--- src/rtl/core/hpf_pkg.sv ---
// Shared types and constants for the hysteresis pulse finder.
package hpf_pkg;

    localparam int SAMPLE_W    = 14;
    localparam int IDX_W       = 13;
    localparam int AREA_W      = 27;
    localparam int PE_W        = 29;
    localparam int SIGMA_W     = 16;
    localparam int SCALE_W     = 16;
    localparam int FRAC_W      = 4;
    localparam int LEVEL_W     = SAMPLE_W + FRAC_W;
    localparam int SIGMUL_W    = SIGMA_W + 3;
    localparam int THR_W       = SIGMUL_W + 2;
    localparam int PROD_W      = AREA_W + SCALE_W;
    localparam int PE_SHIFT    = 8;
    localparam int IN_TDATA_W  = 16;
    localparam int OUT_TDATA_W = 112;
    localparam int APB_ADDR_W  = 4;
    localparam int APB_DATA_W  = 32;

    localparam logic [SIGMUL_W-1:0] START_MULT  = SIGMUL_W'(5);
    localparam logic [SIGMUL_W-1:0] END_MULT    = SIGMUL_W'(3);
    localparam logic [SIGMUL_W-1:0] START_FLOOR = SIGMUL_W'(5 << FRAC_W);
    localparam logic [SIGMUL_W-1:0] END_FLOOR   = SIGMUL_W'(2 << FRAC_W);

    localparam logic [IDX_W-1:0]    IDX_MAX  = {IDX_W{1'b1}};
    localparam logic [AREA_W-1:0]   AREA_MAX = {AREA_W{1'b1}};
    localparam logic [PE_W-1:0]     PE_MAX   = {PE_W{1'b1}};

    localparam logic [SAMPLE_W-1:0] BASELINE_RESET = SAMPLE_W'(8000);
    localparam logic [SIGMA_W-1:0]  SIGMA_RESET    = SIGMA_W'(32);
    localparam logic [SCALE_W-1:0]  SCALE_RESET    = SCALE_W'(988);

    localparam logic [1:0] REG_BASELINE = 2'd0;
    localparam logic [1:0] REG_SIGMA    = 2'd1;
    localparam logic [1:0] REG_SCALE    = 2'd2;

    typedef struct packed {
        logic                pulse_valid;
        logic [IDX_W-1:0]    start_index;
        logic [IDX_W-1:0]    end_index;
        logic [IDX_W-1:0]    peak_index;
        logic [SAMPLE_W-1:0] peak_height;
        logic [AREA_W-1:0]   pulse_area;
        logic                waveform_done;
    } pulse_rec_t;

endpackage

--- src/rtl/core/hpf_tracker.sv ---
// Threshold compare, pulse tracking state and pending pulse record.
module hpf_tracker (
    input  logic                          aclk,
    input  logic                          aresetn,
    input  logic                          stage_en,
    input  logic                          item_step,
    input  logic [hpf_pkg::SAMPLE_W-1:0]  sample,
    input  logic                          last_sample,
    input  logic [hpf_pkg::SAMPLE_W-1:0]  baseline_level,
    input  logic [hpf_pkg::SIGMA_W-1:0]   baseline_sigma_q4,
    output logic                          rec_valid,
    output hpf_pkg::pulse_rec_t           rec
);

    logic signed [hpf_pkg::THR_W-1:0] thr_start_reg, thr_start_next;
    logic signed [hpf_pkg::THR_W-1:0] thr_end_reg, thr_end_next;
    logic [hpf_pkg::SIGMUL_W-1:0]     sig5, sig3, off_start, off_end;
    logic [hpf_pkg::LEVEL_W-1:0]      base16;

    logic                          in_pulse_reg, in_pulse_next;
    logic [hpf_pkg::IDX_W-1:0]     count_reg, count_next;
    logic [hpf_pkg::IDX_W-1:0]     held_reg, held_next;
    logic [hpf_pkg::AREA_W-1:0]    area_reg, area_next;
    logic [hpf_pkg::SAMPLE_W-1:0]  peak_reg, peak_next;
    logic [hpf_pkg::IDX_W-1:0]     peak_idx_reg, peak_idx_next;
    logic                          rec_valid_reg, rec_valid_next;
    hpf_pkg::pulse_rec_t           rec_reg, rec_next;

    logic signed [hpf_pkg::THR_W-1:0] s16;
    logic                          open_hit, in1, close_hit, in2;
    logic [hpf_pkg::IDX_W-1:0]     start1;
    logic [hpf_pkg::SAMPLE_W-1:0]  diff;
    logic [hpf_pkg::AREA_W:0]      area_sum;
    logic [hpf_pkg::AREA_W-1:0]    area2;
    logic                          peak_up;
    logic [hpf_pkg::SAMPLE_W-1:0]  peak2;
    logic [hpf_pkg::IDX_W-1:0]     peak_idx2;

    always_comb begin
        base16    = {baseline_level, hpf_pkg::FRAC_W'(0)};
        sig5      = hpf_pkg::SIGMUL_W'(baseline_sigma_q4) * hpf_pkg::START_MULT;
        sig3      = hpf_pkg::SIGMUL_W'(baseline_sigma_q4) * hpf_pkg::END_MULT;
        off_start = (sig5 > hpf_pkg::START_FLOOR) ? sig5 : hpf_pkg::START_FLOOR;
        off_end   = (sig3 > hpf_pkg::END_FLOOR) ? sig3 : hpf_pkg::END_FLOOR;
        thr_start_next = $signed(hpf_pkg::THR_W'(base16)) - $signed(hpf_pkg::THR_W'(off_start));
        thr_end_next   = $signed(hpf_pkg::THR_W'(base16)) - $signed(hpf_pkg::THR_W'(off_end));
    end

    always_comb begin
        s16       = $signed(hpf_pkg::THR_W'({sample, hpf_pkg::FRAC_W'(0)}));
        open_hit  = !in_pulse_reg && (s16 <= thr_start_reg);
        in1       = in_pulse_reg || open_hit;
        start1    = open_hit ? ((count_reg > hpf_pkg::IDX_W'(1)) ?
                                count_reg - hpf_pkg::IDX_W'(1) : count_reg)
                             : held_reg;
        close_hit = in1 && (s16 > thr_end_reg);
        in2       = in1 && !close_hit;
        diff      = (baseline_level > sample) ? baseline_level - sample : '0;
        area_sum  = {1'b0, area_reg} + (hpf_pkg::AREA_W + 1)'(diff);
        area2     = area_sum[hpf_pkg::AREA_W] ? hpf_pkg::AREA_MAX
                                              : area_sum[hpf_pkg::AREA_W-1:0];
        peak_up   = diff > peak_reg;
        peak2     = peak_up ? diff : peak_reg;
        peak_idx2 = peak_up ? count_reg : peak_idx_reg;
    end

    always_comb begin
        in_pulse_next  = in_pulse_reg;
        count_next     = count_reg;
        held_next      = held_reg;
        area_next      = area_reg;
        peak_next      = peak_reg;
        peak_idx_next  = peak_idx_reg;
        rec_valid_next = rec_valid_reg;
        rec_next       = rec_reg;
        if (stage_en) begin
            rec_valid_next = item_step && (close_hit || last_sample);
            rec_next       = '0;
            if (close_hit) begin
                rec_next.pulse_valid = 1'b1;
                rec_next.start_index = start1;
                rec_next.end_index   = count_reg;
                rec_next.peak_index  = peak_idx_reg;
                rec_next.peak_height = peak_reg;
                rec_next.pulse_area  = area_reg;
            end else if (in2) begin
                rec_next.pulse_valid = 1'b1;
                rec_next.start_index = start1;
                rec_next.end_index   = count_reg;
                rec_next.peak_index  = peak_idx2;
                rec_next.peak_height = peak2;
                rec_next.pulse_area  = area2;
            end
            rec_next.waveform_done = last_sample;
        end
        if (item_step) begin
            if (last_sample) begin
                in_pulse_next = 1'b0;
                count_next    = '0;
                held_next     = '0;
                area_next     = '0;
                peak_next     = '0;
                peak_idx_next = '0;
            end else begin
                in_pulse_next = in2;
                count_next    = (count_reg == hpf_pkg::IDX_MAX) ? count_reg
                                                                : count_reg + hpf_pkg::IDX_W'(1);
                held_next     = in2 ? start1 : '0;
                area_next     = in2 ? area2 : '0;
                peak_next     = in2 ? peak2 : '0;
                peak_idx_next = in2 ? peak_idx2 : '0;
            end
        end
    end

    always_ff @(posedge aclk) begin
        thr_start_reg <= thr_start_next;
        thr_end_reg   <= thr_end_next;
        rec_reg       <= rec_next;
        if (!aresetn) begin
            in_pulse_reg  <= 1'b0;
            count_reg     <= '0;
            held_reg      <= '0;
            area_reg      <= '0;
            peak_reg      <= '0;
            peak_idx_reg  <= '0;
            rec_valid_reg <= 1'b0;
        end else begin
            in_pulse_reg  <= in_pulse_next;
            count_reg     <= count_next;
            held_reg      <= held_next;
            area_reg      <= area_next;
            peak_reg      <= peak_next;
            peak_idx_reg  <= peak_idx_next;
            rec_valid_reg <= rec_valid_next;
        end
    end

    assign rec_valid = rec_valid_reg;
    assign rec       = rec_reg;

endmodule

--- src/rtl/core/hpf_scaler.sv ---
// Photoelectron scaling of the pulse area and the result output register.
module hpf_scaler (
    input  logic                               aclk,
    input  logic                               aresetn,
    input  logic                               rec_valid,
    input  hpf_pkg::pulse_rec_t                rec,
    input  logic [hpf_pkg::SCALE_W-1:0]        pe_per_area_q16,
    output logic                               rec_ready,
    output logic                               m_tvalid,
    input  logic                               m_tready,
    output logic [hpf_pkg::OUT_TDATA_W-1:0]    m_tdata,
    output logic                               m_tuser,
    output logic                               m_tlast
);

    logic [hpf_pkg::PROD_W-1:0]      prod;
    logic [hpf_pkg::PE_W-1:0]        pe;
    logic                            take;
    logic                            valid_reg, valid_next;
    logic [hpf_pkg::OUT_TDATA_W-1:0] data_reg, data_next;
    logic                            user_reg, user_next;
    logic                            last_reg, last_next;

    always_comb begin
        prod = hpf_pkg::PROD_W'(rec.pulse_area) * hpf_pkg::PROD_W'(pe_per_area_q16);
        pe   = (|prod[hpf_pkg::PROD_W-1:hpf_pkg::PE_W+hpf_pkg::PE_SHIFT]) ? hpf_pkg::PE_MAX
             : prod[hpf_pkg::PE_W+hpf_pkg::PE_SHIFT-1:hpf_pkg::PE_SHIFT];
    end

    assign rec_ready = !valid_reg || m_tready;
    assign take      = rec_valid && rec_ready;

    always_comb begin
        valid_next = valid_reg;
        data_next  = data_reg;
        user_next  = user_reg;
        last_next  = last_reg;
        if (rec_ready) begin
            valid_next = rec_valid;
        end
        if (take) begin
            data_next = hpf_pkg::OUT_TDATA_W'({pe, rec.pulse_area, rec.peak_height,
                                               rec.peak_index, rec.end_index,
                                               rec.start_index});
            user_next = rec.pulse_valid;
            last_next = rec.waveform_done;
        end
    end

    always_ff @(posedge aclk) begin
        data_reg <= data_next;
        user_reg <= user_next;
        last_reg <= last_next;
        if (!aresetn) begin
            valid_reg <= 1'b0;
        end else begin
            valid_reg <= valid_next;
        end
    end

    assign m_tvalid = valid_reg;
    assign m_tdata  = data_reg;
    assign m_tuser  = user_reg;
    assign m_tlast  = last_reg;

endmodule

--- src/rtl/core/hysteresis_pulse_finder.sv ---
// Hysteresis pulse finder top level: sample input register, register port, core.
//
// One ADC sample is taken every clock cycle while s_tready is high. A sample passes
// an input register, the tracking stage (threshold compares, area and peak update)
// and the scaling stage (27x16 area multiply), each of which is registered. A result
// is sent when a pulse closes and on every last sample of a waveform; a result with
// tuser low and tlast high reports a waveform with no open pulse. Thresholds are
// registered from the register values. Stalls on the result side stop the pipeline
// only once all its stages are full.
module hysteresis_pulse_finder (
    input  logic                               aclk,
    input  logic                               aresetn,
    input  logic                               s_tvalid,
    output logic                               s_tready,
    input  logic [hpf_pkg::IN_TDATA_W-1:0]     s_tdata,    // sample[13:0]
    input  logic                               s_tlast,
    output logic                               m_tvalid,
    input  logic                               m_tready,
    // start_index, end_index, peak_index, peak_height, pulse_area, pulse_pe_q8
    output logic [hpf_pkg::OUT_TDATA_W-1:0]    m_tdata,
    output logic                               m_tuser,    // pulse_valid
    output logic                               m_tlast,
    input  logic                               psel,
    input  logic                               penable,
    input  logic                               pwrite,
    input  logic [hpf_pkg::APB_ADDR_W-1:0]     paddr,
    input  logic [hpf_pkg::APB_DATA_W-1:0]     pwdata,
    output logic [hpf_pkg::APB_DATA_W-1:0]     prdata,
    output logic                               pready
);

    logic [hpf_pkg::SAMPLE_W-1:0] baseline_reg, baseline_next;
    logic [hpf_pkg::SIGMA_W-1:0]  sigma_reg, sigma_next;
    logic [hpf_pkg::SCALE_W-1:0]  scale_reg, scale_next;
    logic                         wr_en;

    logic                         in_valid_reg, in_valid_next;
    logic [hpf_pkg::SAMPLE_W-1:0] sample_reg, sample_next;
    logic                         last_reg, last_next;
    logic                         s_take, stage_en, item_step;

    logic                         rec_valid, rec_ready;
    hpf_pkg::pulse_rec_t          rec;

    assign pready = 1'b1;
    assign wr_en  = psel && penable && pwrite && pready;

    always_comb begin
        baseline_next = baseline_reg;
        sigma_next    = sigma_reg;
        scale_next    = scale_reg;
        if (wr_en) begin
            unique case (paddr[3:2])
                hpf_pkg::REG_BASELINE: baseline_next = pwdata[hpf_pkg::SAMPLE_W-1:0];
                hpf_pkg::REG_SIGMA:    sigma_next    = pwdata[hpf_pkg::SIGMA_W-1:0];
                hpf_pkg::REG_SCALE:    scale_next    = pwdata[hpf_pkg::SCALE_W-1:0];
                default: ;
            endcase
        end
    end

    always_comb begin
        unique case (paddr[3:2])
            hpf_pkg::REG_BASELINE: prdata = hpf_pkg::APB_DATA_W'(baseline_reg);
            hpf_pkg::REG_SIGMA:    prdata = hpf_pkg::APB_DATA_W'(sigma_reg);
            hpf_pkg::REG_SCALE:    prdata = hpf_pkg::APB_DATA_W'(scale_reg);
            default:               prdata = '0;
        endcase
    end

    assign stage_en  = !rec_valid || rec_ready;
    assign item_step = in_valid_reg && stage_en;
    assign s_tready  = !in_valid_reg || stage_en;
    assign s_take    = s_tvalid && s_tready;

    always_comb begin
        in_valid_next = in_valid_reg;
        sample_next   = sample_reg;
        last_next     = last_reg;
        if (s_take) begin
            in_valid_next = 1'b1;
            sample_next   = s_tdata[hpf_pkg::SAMPLE_W-1:0];
            last_next     = s_tlast;
        end else if (stage_en) begin
            in_valid_next = 1'b0;
        end
    end

    always_ff @(posedge aclk) begin
        sample_reg <= sample_next;
        last_reg   <= last_next;
        if (!aresetn) begin
            baseline_reg <= hpf_pkg::BASELINE_RESET;
            sigma_reg    <= hpf_pkg::SIGMA_RESET;
            scale_reg    <= hpf_pkg::SCALE_RESET;
            in_valid_reg <= 1'b0;
        end else begin
            baseline_reg <= baseline_next;
            sigma_reg    <= sigma_next;
            scale_reg    <= scale_next;
            in_valid_reg <= in_valid_next;
        end
    end

    hpf_tracker u_tracker (
        .aclk              (aclk),
        .aresetn           (aresetn),
        .stage_en          (stage_en),
        .item_step         (item_step),
        .sample            (sample_reg),
        .last_sample       (last_reg),
        .baseline_level    (baseline_reg),
        .baseline_sigma_q4 (sigma_reg),
        .rec_valid         (rec_valid),
        .rec               (rec)
    );

    hpf_scaler u_scaler (
        .aclk            (aclk),
        .aresetn         (aresetn),
        .rec_valid       (rec_valid),
        .rec             (rec),
        .pe_per_area_q16 (scale_reg),
        .rec_ready       (rec_ready),
        .m_tvalid        (m_tvalid),
        .m_tready        (m_tready),
        .m_tdata         (m_tdata),
        .m_tuser         (m_tuser),
        .m_tlast         (m_tlast)
    );

    a_nopulse_at_end: assert property (@(posedge aclk) disable iff (!aresetn)
        (m_tvalid && !m_tuser) |-> m_tlast)
        else $error("result without pulse outside waveform end");

    a_nopulse_zero: assert property (@(posedge aclk) disable iff (!aresetn)
        (m_tvalid && !m_tuser) |-> (m_tdata == '0))
        else $error("empty result carries nonzero fields");

    a_start_before_end: assert property (@(posedge aclk) disable iff (!aresetn)
        (m_tvalid && m_tuser) |-> (m_tdata[12:0] <= m_tdata[25:13]))
        else $error("pulse start after pulse end");

    a_record_held: assert property (@(posedge aclk) disable iff (!aresetn)
        (rec_valid && !rec_ready) |=> (rec_valid && $stable(rec)))
        else $error("pending pulse record lost under stall");

endmodule

--- config.mk ---
export PLATFORM = sky130hd
export DESIGN_NAME = hysteresis_pulse_finder
export DESIGN_NICKNAME = d
export VERILOG_FILES = /design/src/rtl/core/hpf_pkg.sv /design/src/rtl/core/hpf_tracker.sv /design/src/rtl/core/hpf_scaler.sv /design/src/rtl/core/hysteresis_pulse_finder.sv
export SDC_FILE = /design/constraint.sdc
export NUM_CORES = 2
export LEC_CHECK = 0
export BUFFER_PORTS_ARGS = -buffer_cell sky130_fd_sc_hd__buf_2
export CAP_MARGIN = 20
export CORE_ASPECT_RATIO = 1.25
export CORE_MARGIN = 5
export CORE_UTILIZATION = 47
export DETAILED_ROUTE_END_ITERATION = 6
export HOLD_SLACK_MARGIN = 0.12
export PLACE_DENSITY = 0.62
export SLEW_MARGIN = 40
export SYNTH_ARGS = -nofsm -noshare
export SYNTH_HDL_FRONTEND = slang
export SYNTH_HIERARCHICAL = 1
export SYNTH_SLANG_ARGS = --single-unit
--- constraint.sdc ---
create_clock -name aclk -period 12 [get_ports aclk]
set_input_delay 2.4 -clock aclk [delete_from_list [all_inputs] [get_ports aclk]]
set_output_delay 2.4 -clock aclk [all_outputs]
set_load 0.02 [all_outputs]
**After elaboration in Yosys (flattened, before gate mapping)**

Index checks and enable logic that the tools add are counted.

- Add/sub/neg operators: 6
- Multipliers: 3
- Divide/modulo/power cells: 0
- Order comparisons: 7
- Equality and inequality tests: 4
- Shift-type cells: 0
- Multiplexer cells: 24
- Bitwise operators: 0
- Reduce and logical (&&, ||, !) cells: 26

Operators with widths:

| operator | count |
|---|---|
| two-way mux 13 bit | 9 |
| two-way mux 27 bit | 3 |
| two-way mux 81 bit | 1 |
| two-way mux 80 bit | 1 |
| two-way mux 14 bit | 4 |
| one-hot mux 16 bit (3 select lines) | 1 |
| multiplier 27 x 16 -> 43 bit | 1 |
| subtractor 18 x 19 -> 20 bit | 2 |
| adder 27 x 14 -> 28 bit | 1 |
| greater-than comparator 14 bit | 2 |
| greater-than comparator 19 x 21 -> 1 bit | 1 |
| <= comparator 19 x 21 -> 1 bit | 1 |
| greater-than comparator 19 x 7 -> 1 bit (second input constant) | 1 |
| multiplier 16 x 3 -> 19 bit (second input constant) | 1 |
| two-way mux 19 bit | 1 |
| greater-than comparator 18 x 6 -> 1 bit (second input constant) | 1 |
| multiplier 16 x 2 -> 18 bit (second input constant) | 1 |
| two-way mux 18 bit | 1 |
| subtractor 14 bit | 1 |
| adder 13 x 1 -> 13 bit (second input constant) | 1 |
| equality test 13 bit (second input constant) | 1 |
| greater-than comparator 13 x 1 -> 1 bit (second input constant) | 1 |
| subtractor 13 x 1 -> 13 bit (second input constant) | 1 |
| logical AND 1 bit | 9 |
| other kinds (10) | 23 |

- Flip-flop bits (word level): 380
- Bits in latches: 0
- Memory bits (writable): 0
- Bits in read-only memories: 0
- Input bits: 60
- Output and inout port bits: 149
- Word-level logic and storage cells: 97
- Memories kept: 0

**Depth between registers and ports, before layout**

- Word-level depth: 8
- Gate-level depth with buffers: 28
- Mapped depth without buffers: 26

**Hierarchy**

Netlist, hierarchy kept.

By module, submodules not included:

| module | times used | cells each | area an instance (µm²) | sequential area each (µm²) |
|---|---|---|---|---|
| hpf_scaler | 1 | 1761 | 17561.8 | 3353.2 |
| hpf_tracker | 1 | 1492 | 13529.2 | 4884.7 |
| hysteresis_pulse_finder | 1 | 280 | 2786.4 | 1391.3 |

**Least setup slack after synthesis**

No wires, ideal clock.

- Path kind: register -> register
- Start: register scale_reg[3] in the netlist's numbering
- End: register u_scaler.data_reg (netlist bit u_scaler/m_tdata[94]), data pin
- Setup time: 0.258 ns
- Arrival time: 6.851 ns
- Data required time: 11.742 ns
- Slack: 4.891 ns
- Cell stages (with the launch flop): 28
- Path buffers: 5
- Period minus slack after synthesis: 7.109 ns
- Cell sequence: dfxtp_1 clkbuf_1 clkbuf_1 nand2_1 fa_1 inv_1 fa_1 inv_1 fa_1 inv_1 fa_1 fa_1 inv_1 fa_1 inv_1 ha_1 buf_2 and4_4 nand4_1 a21o_1 a31oi_2 a211oi_2 o21a_1 or4_1 or4_4 buf_6 buf_6 nand2b_4

- Cells in the longest elaborated chain, start to end: 2

Ends and longest elaborated chain:

| what | RTL line | text |
|---|---|---|
| from (decl) | hysteresis_pulse_finder.sv:34 | `logic [hpf_pkg::SCALE_W-1:0] scale_reg, scale_next;` |
| from (signal assigned) | hysteresis_pulse_finder.sv:95 | `scale_reg <= hpf_pkg::SCALE_RESET;` |
| from (signal assigned) | hysteresis_pulse_finder.sv:100 | `scale_reg <= scale_next;` |
| multiplier 27 x 16 -> 43 bit (*) | hpf_scaler.sv:25 | `prod = hpf_pkg::PROD_W'(rec.pulse_area) * hpf_pkg::PROD_W'(pe_per_area_q16);` |
| OR reduction 6 bit | hpf_scaler.sv:26 | `pe = (\|prod[hpf_pkg::PROD_W-1:hpf_pkg::PE_W+hpf_pkg::PE_SHIFT]) ? hpf_pkg::PE_MAX` |
| to (signal assigned) | hpf_scaler.sv:51 | `data_reg <= data_next;` |
| to (decl) | hpf_scaler.sv:20 | `logic [hpf_pkg::OUT_TDATA_W-1:0] data_reg, data_next;` |

Mark *: on every way between the ends. The rest lies on a longest branch, timed or not.
A chain may end at the register's enable or synchronous reset.

**Final worst setup path**

- Start: register u_tracker.rec_reg (netlist bit u_tracker/rec[6])
- End: register u_scaler.data_reg (netlist bit u_scaler/m_tdata[100]), data pin

- Cells in the longest elaborated chain, start to end: 2

Ends and longest elaborated chain:

| what | RTL line | text |
|---|---|---|
| from (decl) | hpf_tracker.sv:27 | `hpf_pkg::pulse_rec_t rec_reg, rec_next;` |
| from (signal assigned) | hpf_tracker.sv:119 | `rec_reg <= rec_next;` |
| multiplier 27 x 16 -> 43 bit (*) | hpf_scaler.sv:25 |  |
| OR reduction 6 bit | hpf_scaler.sv:26 |  |

Marks and branches as above.

==> flow_metrics.tcl <==
set metrics [dict create \
    worst_ep_arrival_time_ps 8450 \
    die_h_um 310 \
    num_io_pins 209 \
    syn-mean-instance-area_um2 9.59 \
    post-route-min-period_ps 8150 \
    total_track_usage_pct 22.1 \
    tritoncts_num_sinks 377 \
    synth_cell_area_mm2 0.0339 \
    cap_viol_max_count 0 \
    synth_enable_flop_cells 208 \
    share_of_the_clock_period_used_by_the_worst_path_pct 67.9 \
    setup_viol 0 \
    route.detailed.wl_per_inst_um 18.9 \
    route.detailed.drc 0 \
    worst_r2r_endpoint "u_scaler/m_tdata[100]$_SDFFCE_PP1P_" \
    design.die.area_mm2 0.0776 \
    fp-row-count 110 \
    largest_register_ff_count 109 \
    holdBufCountCts 0 \
    p_switching_mw 2.21 \
    count_of_buffers_added_by_post_cts_timing_repair_for_setup 0 \
    total_of_flip_flops_plus_latches_after_synthesis 377 \
    hold_path_startpoint "u_tracker/rec[81]$_SDFFCE_PP1P_" \
    firstDrtPassIters 5 \
    synth_cell_type_count 94 \
    first_iter_violations 1324 \
    finalPower_mw 5.46 \
    p_int_mw 3.25 \
    power_density_mw_per_mm2 148 \
    leakage_power_nw 17.2 \
    worst-r2r-cell-count 22 \
    slew_violations 0 \
    seq_area_frac_synth_pct 28.4 \
    switching_share_pct 40.5 \
    finalClockSkew_ps 43.1 \
    floorplan.die.width_um 250 \
    cp_data_required_time_ps 12310 \
    ctsResizeCount 0 \
    drive_above_1_share_pct 9.25 \
    synth_warnings 6 \
    worst_setup_path_start_kind "register" \
    floorplan.initialDensity_pct 47.2 \
    numCtsBuffers 41 \
    finalSetupTns_ps 0 \
    dp_hpwl_um 64800 \
    peak_supply_drop_mv 0.231 \
    worst_flop_to_flop_path_startpoint "u_tracker/rec[6]$_DFFE_PP_" \
    cts.reportedPaths.clkPinSlew_ps 70 \
    min-delay-path-class "reg2reg" \
    run_status "finished, final reports clean" \
    power_frac_seq_pct 29.0 \
    syn-instance-count 3533 \
    htreeDepth 2 \
    first_global_vias 25300 \
    insertedDiodeCount 0 \
    setup.worst_path.class "reg2reg" \
    cts.root.buffer_cell "clkbuf_16" \
    layout_common_cells "480 x inv_1, 444 x nand2_1, 351 x fa_1" \
    tightestPinTransition_ps 863 \
    clock_power_share_pct 23.1 \
    rrSetupSlack_ps 3850 \
    grt_max_degree 85 \
    clockBufferDepth 3 \
    crit_fanout 29 \
    unrepaired_setup_endpoints_after_global_routing "no" \
    hold_critical_path_endpoint "u_scaler/m_tuser$_DFFE_PP_" \
    max_clock_freq_mhz 123 \
    core_mm2 0.0717 \
    route.detailed.vias_per_inst 5.40 \
    ys_dominant_reg_cell "edfxtp_1" \
    gp_congestion 0.847 \
    power.combinational.fraction_pct 47.9 \
    worstSetupEndpointType "register" \
    postRouteWirelength_um 87100 \
    hold_path_depth 0 \
    clock_tree_from_tritoncts "built" \
    layout_fillers 6688 \
    fin_util_pct 51.5 \
    port-buffer-count 168 \
    leading_cell_type_in_the_layout_fill_and_taps_excluded "inv_1" \
    design.final.nets 4302 \
    syn_to_final_growth_pct 8.99 \
    final_report_hold_violation_count 0 \
    route.vias.total 24900 \
    max_slew_margin_pct 42.5 \
    insertion_delay_ps 600 \
    drtAntennaViolNets 0 \
    number_of_antenna_violations_at_the_first_check_in_global_routing 0 \
    grt_remaining_overflow 0 \
    grt_first_pass_wirelength_um 138000 \
    synth_async_sr_flop_share_pct 0 \
]
## power by group through the flow
stage	clock, mW	combinational (mW)	sequential (mW)
after global placement	0	2.59	1.62
after detailed placement	0	2.60	1.61
final	1.26	2.61	1.58
after global routing	1.35	2.97	1.59
after CTS	1.30	2.62	1.59
after floorplan	0	2.04	1.60
## how the worst max path moves through the flow
stage / startpoint / depth (start not counted) / end / slack (ps)
after floorplan: scale_reg[3]$_SDFFE_PN1P_ / 27 / u_scaler/m_tdata[94]$_SDFFCE_PP1P_ / 4890
after CTS: u_tracker/rec[9]$_DFFE_PP_ / 21 / u_scaler/m_tdata[100]$_SDFFCE_PP1P_ / 3830
after global placement: u_tracker/rec[11]$_DFFE_PP_ / 22 / u_scaler/m_tdata[100]$_SDFFCE_PP1P_ / 3760
after detailed placement: u_tracker/rec[13]$_DFFE_PP_ / 22 / u_scaler/m_tdata[100]$_SDFFCE_PP1P_ / 3860
final: u_tracker/rec[6]$_DFFE_PP_ / 22 / u_scaler/m_tdata[100]$_SDFFCE_PP1P_ / 3850
after global routing: u_tracker/rec[6]$_DFFE_PP_ / 22 / u_scaler/m_tdata[100]$_SDFFCE_PP1P_ / 3540
## synth_stat cells (11+ instances only)
cell type	count	area, um^2
xnor2_1	73	639
a21o_1	72	541
a311oi_1	12	105
o211ai_1	16	120
a21oi_1	157	786
mux2i_1	78	781
and2_1	201	1260
inv_1	480	1800
nand2_1	444	1670
a31oi_1	17	106
ha_1	261	3270
nand3_1	44	220
nor3_1	34	170
o21a_1	17	128
nand2b_1	41	257
nor2_1	162	608
xor2_1	53	464
buf_4	21	158
nor2b_1	36	225
fa_1	351	7030
clkbuf_1	131	492
o21bai_1	18	135
dfxtp_1	169	3380
o2bb2ai_1	16	140
o21ai_0	100	500
buf_2	13	65.1
a22o_1	25	219
a211oi_1	28	210
nand4_1	33	206
and4_1	11	96.3
and3_1	17	106
o31ai_1	13	97.6
edfxtp_1	208	6250
or3_1	12	75.1
## per-stage QoR
step                setup WS [ps]  std cells  hold WS [ps]  area (um^2)
floorplan                    4890       3550           400        33900
global placement             3760       4530           401        35400
detailed placement           3860       4537           405        35500
CTS                          3830       4613           415        36900
global route                 3540       4615           420        36900
finish                       3850       4615           415        36900
## per-layer routing
metal / vias to the layer above / part of all wire (%) / track usage, % / routed length, um
li1: 11900 / - / - / -
met1: 12300 / 42 / 27.9 / 36300
met2: 583 / 51 / 40.2 / 44300
met3: 132 / 4.4 / 2.52 / 3790
met4: 0 / 3.1 / 6.40 / 2690
met5: - / 0 / 0 / 0
## critical path: stages, from the launching register on
cell and delay (ps):
edfxtp_1 810, nand2_1 180, fa_1 570, inv_1 60, fa_1 500, inv_1 60, fa_1 470, inv_1 50
fa_1 510, fa_1 540, inv_1 50, fa_1 570, inv_1 50, ha_1 390, nand4_1 160, nor3_1 490
o221ai_1 300, o211ai_1 550, a31oi_2 230, a21oi_1 260, xor2_1 100, or4_4 690, or2_1 270
## layout make-up
cell class | instances | area (um^2) | area share, %
clock inverters | 15 | 194 | 0.525
clock buffers | 61 | 1150 | 3.13
flip-flops and latches | 377 | 9630 | 26.1
repair buffers | 214 | 1240 | 3.36
well taps | 952 | 1190 | 3.23
inverters | 481 | 1810 | 4.89
multi-input cells | 2515 | 21700 | 58.8
## cell families (layout without fill, tap and decap cells)
logic type / after synthesis / after routing / synth area share (%)
XOR/XNOR: 126 / 126 / 3.26
other: 3 / 20 / 0.0332
AO/OA/AOI/OAI: 576 / 576 / 11.5
flip-flops: 377 / 377 / 28.4
adder cells (fa/ha/maj): 612 / 612 / 30.4
multiplexers: 79 / 79 / 2.34
AND/OR/NAND/NOR: 1102 / 1102 / 16.3
buffers and inverters: 658 / 771 / 7.80
(Power assumes the default switching activity.)
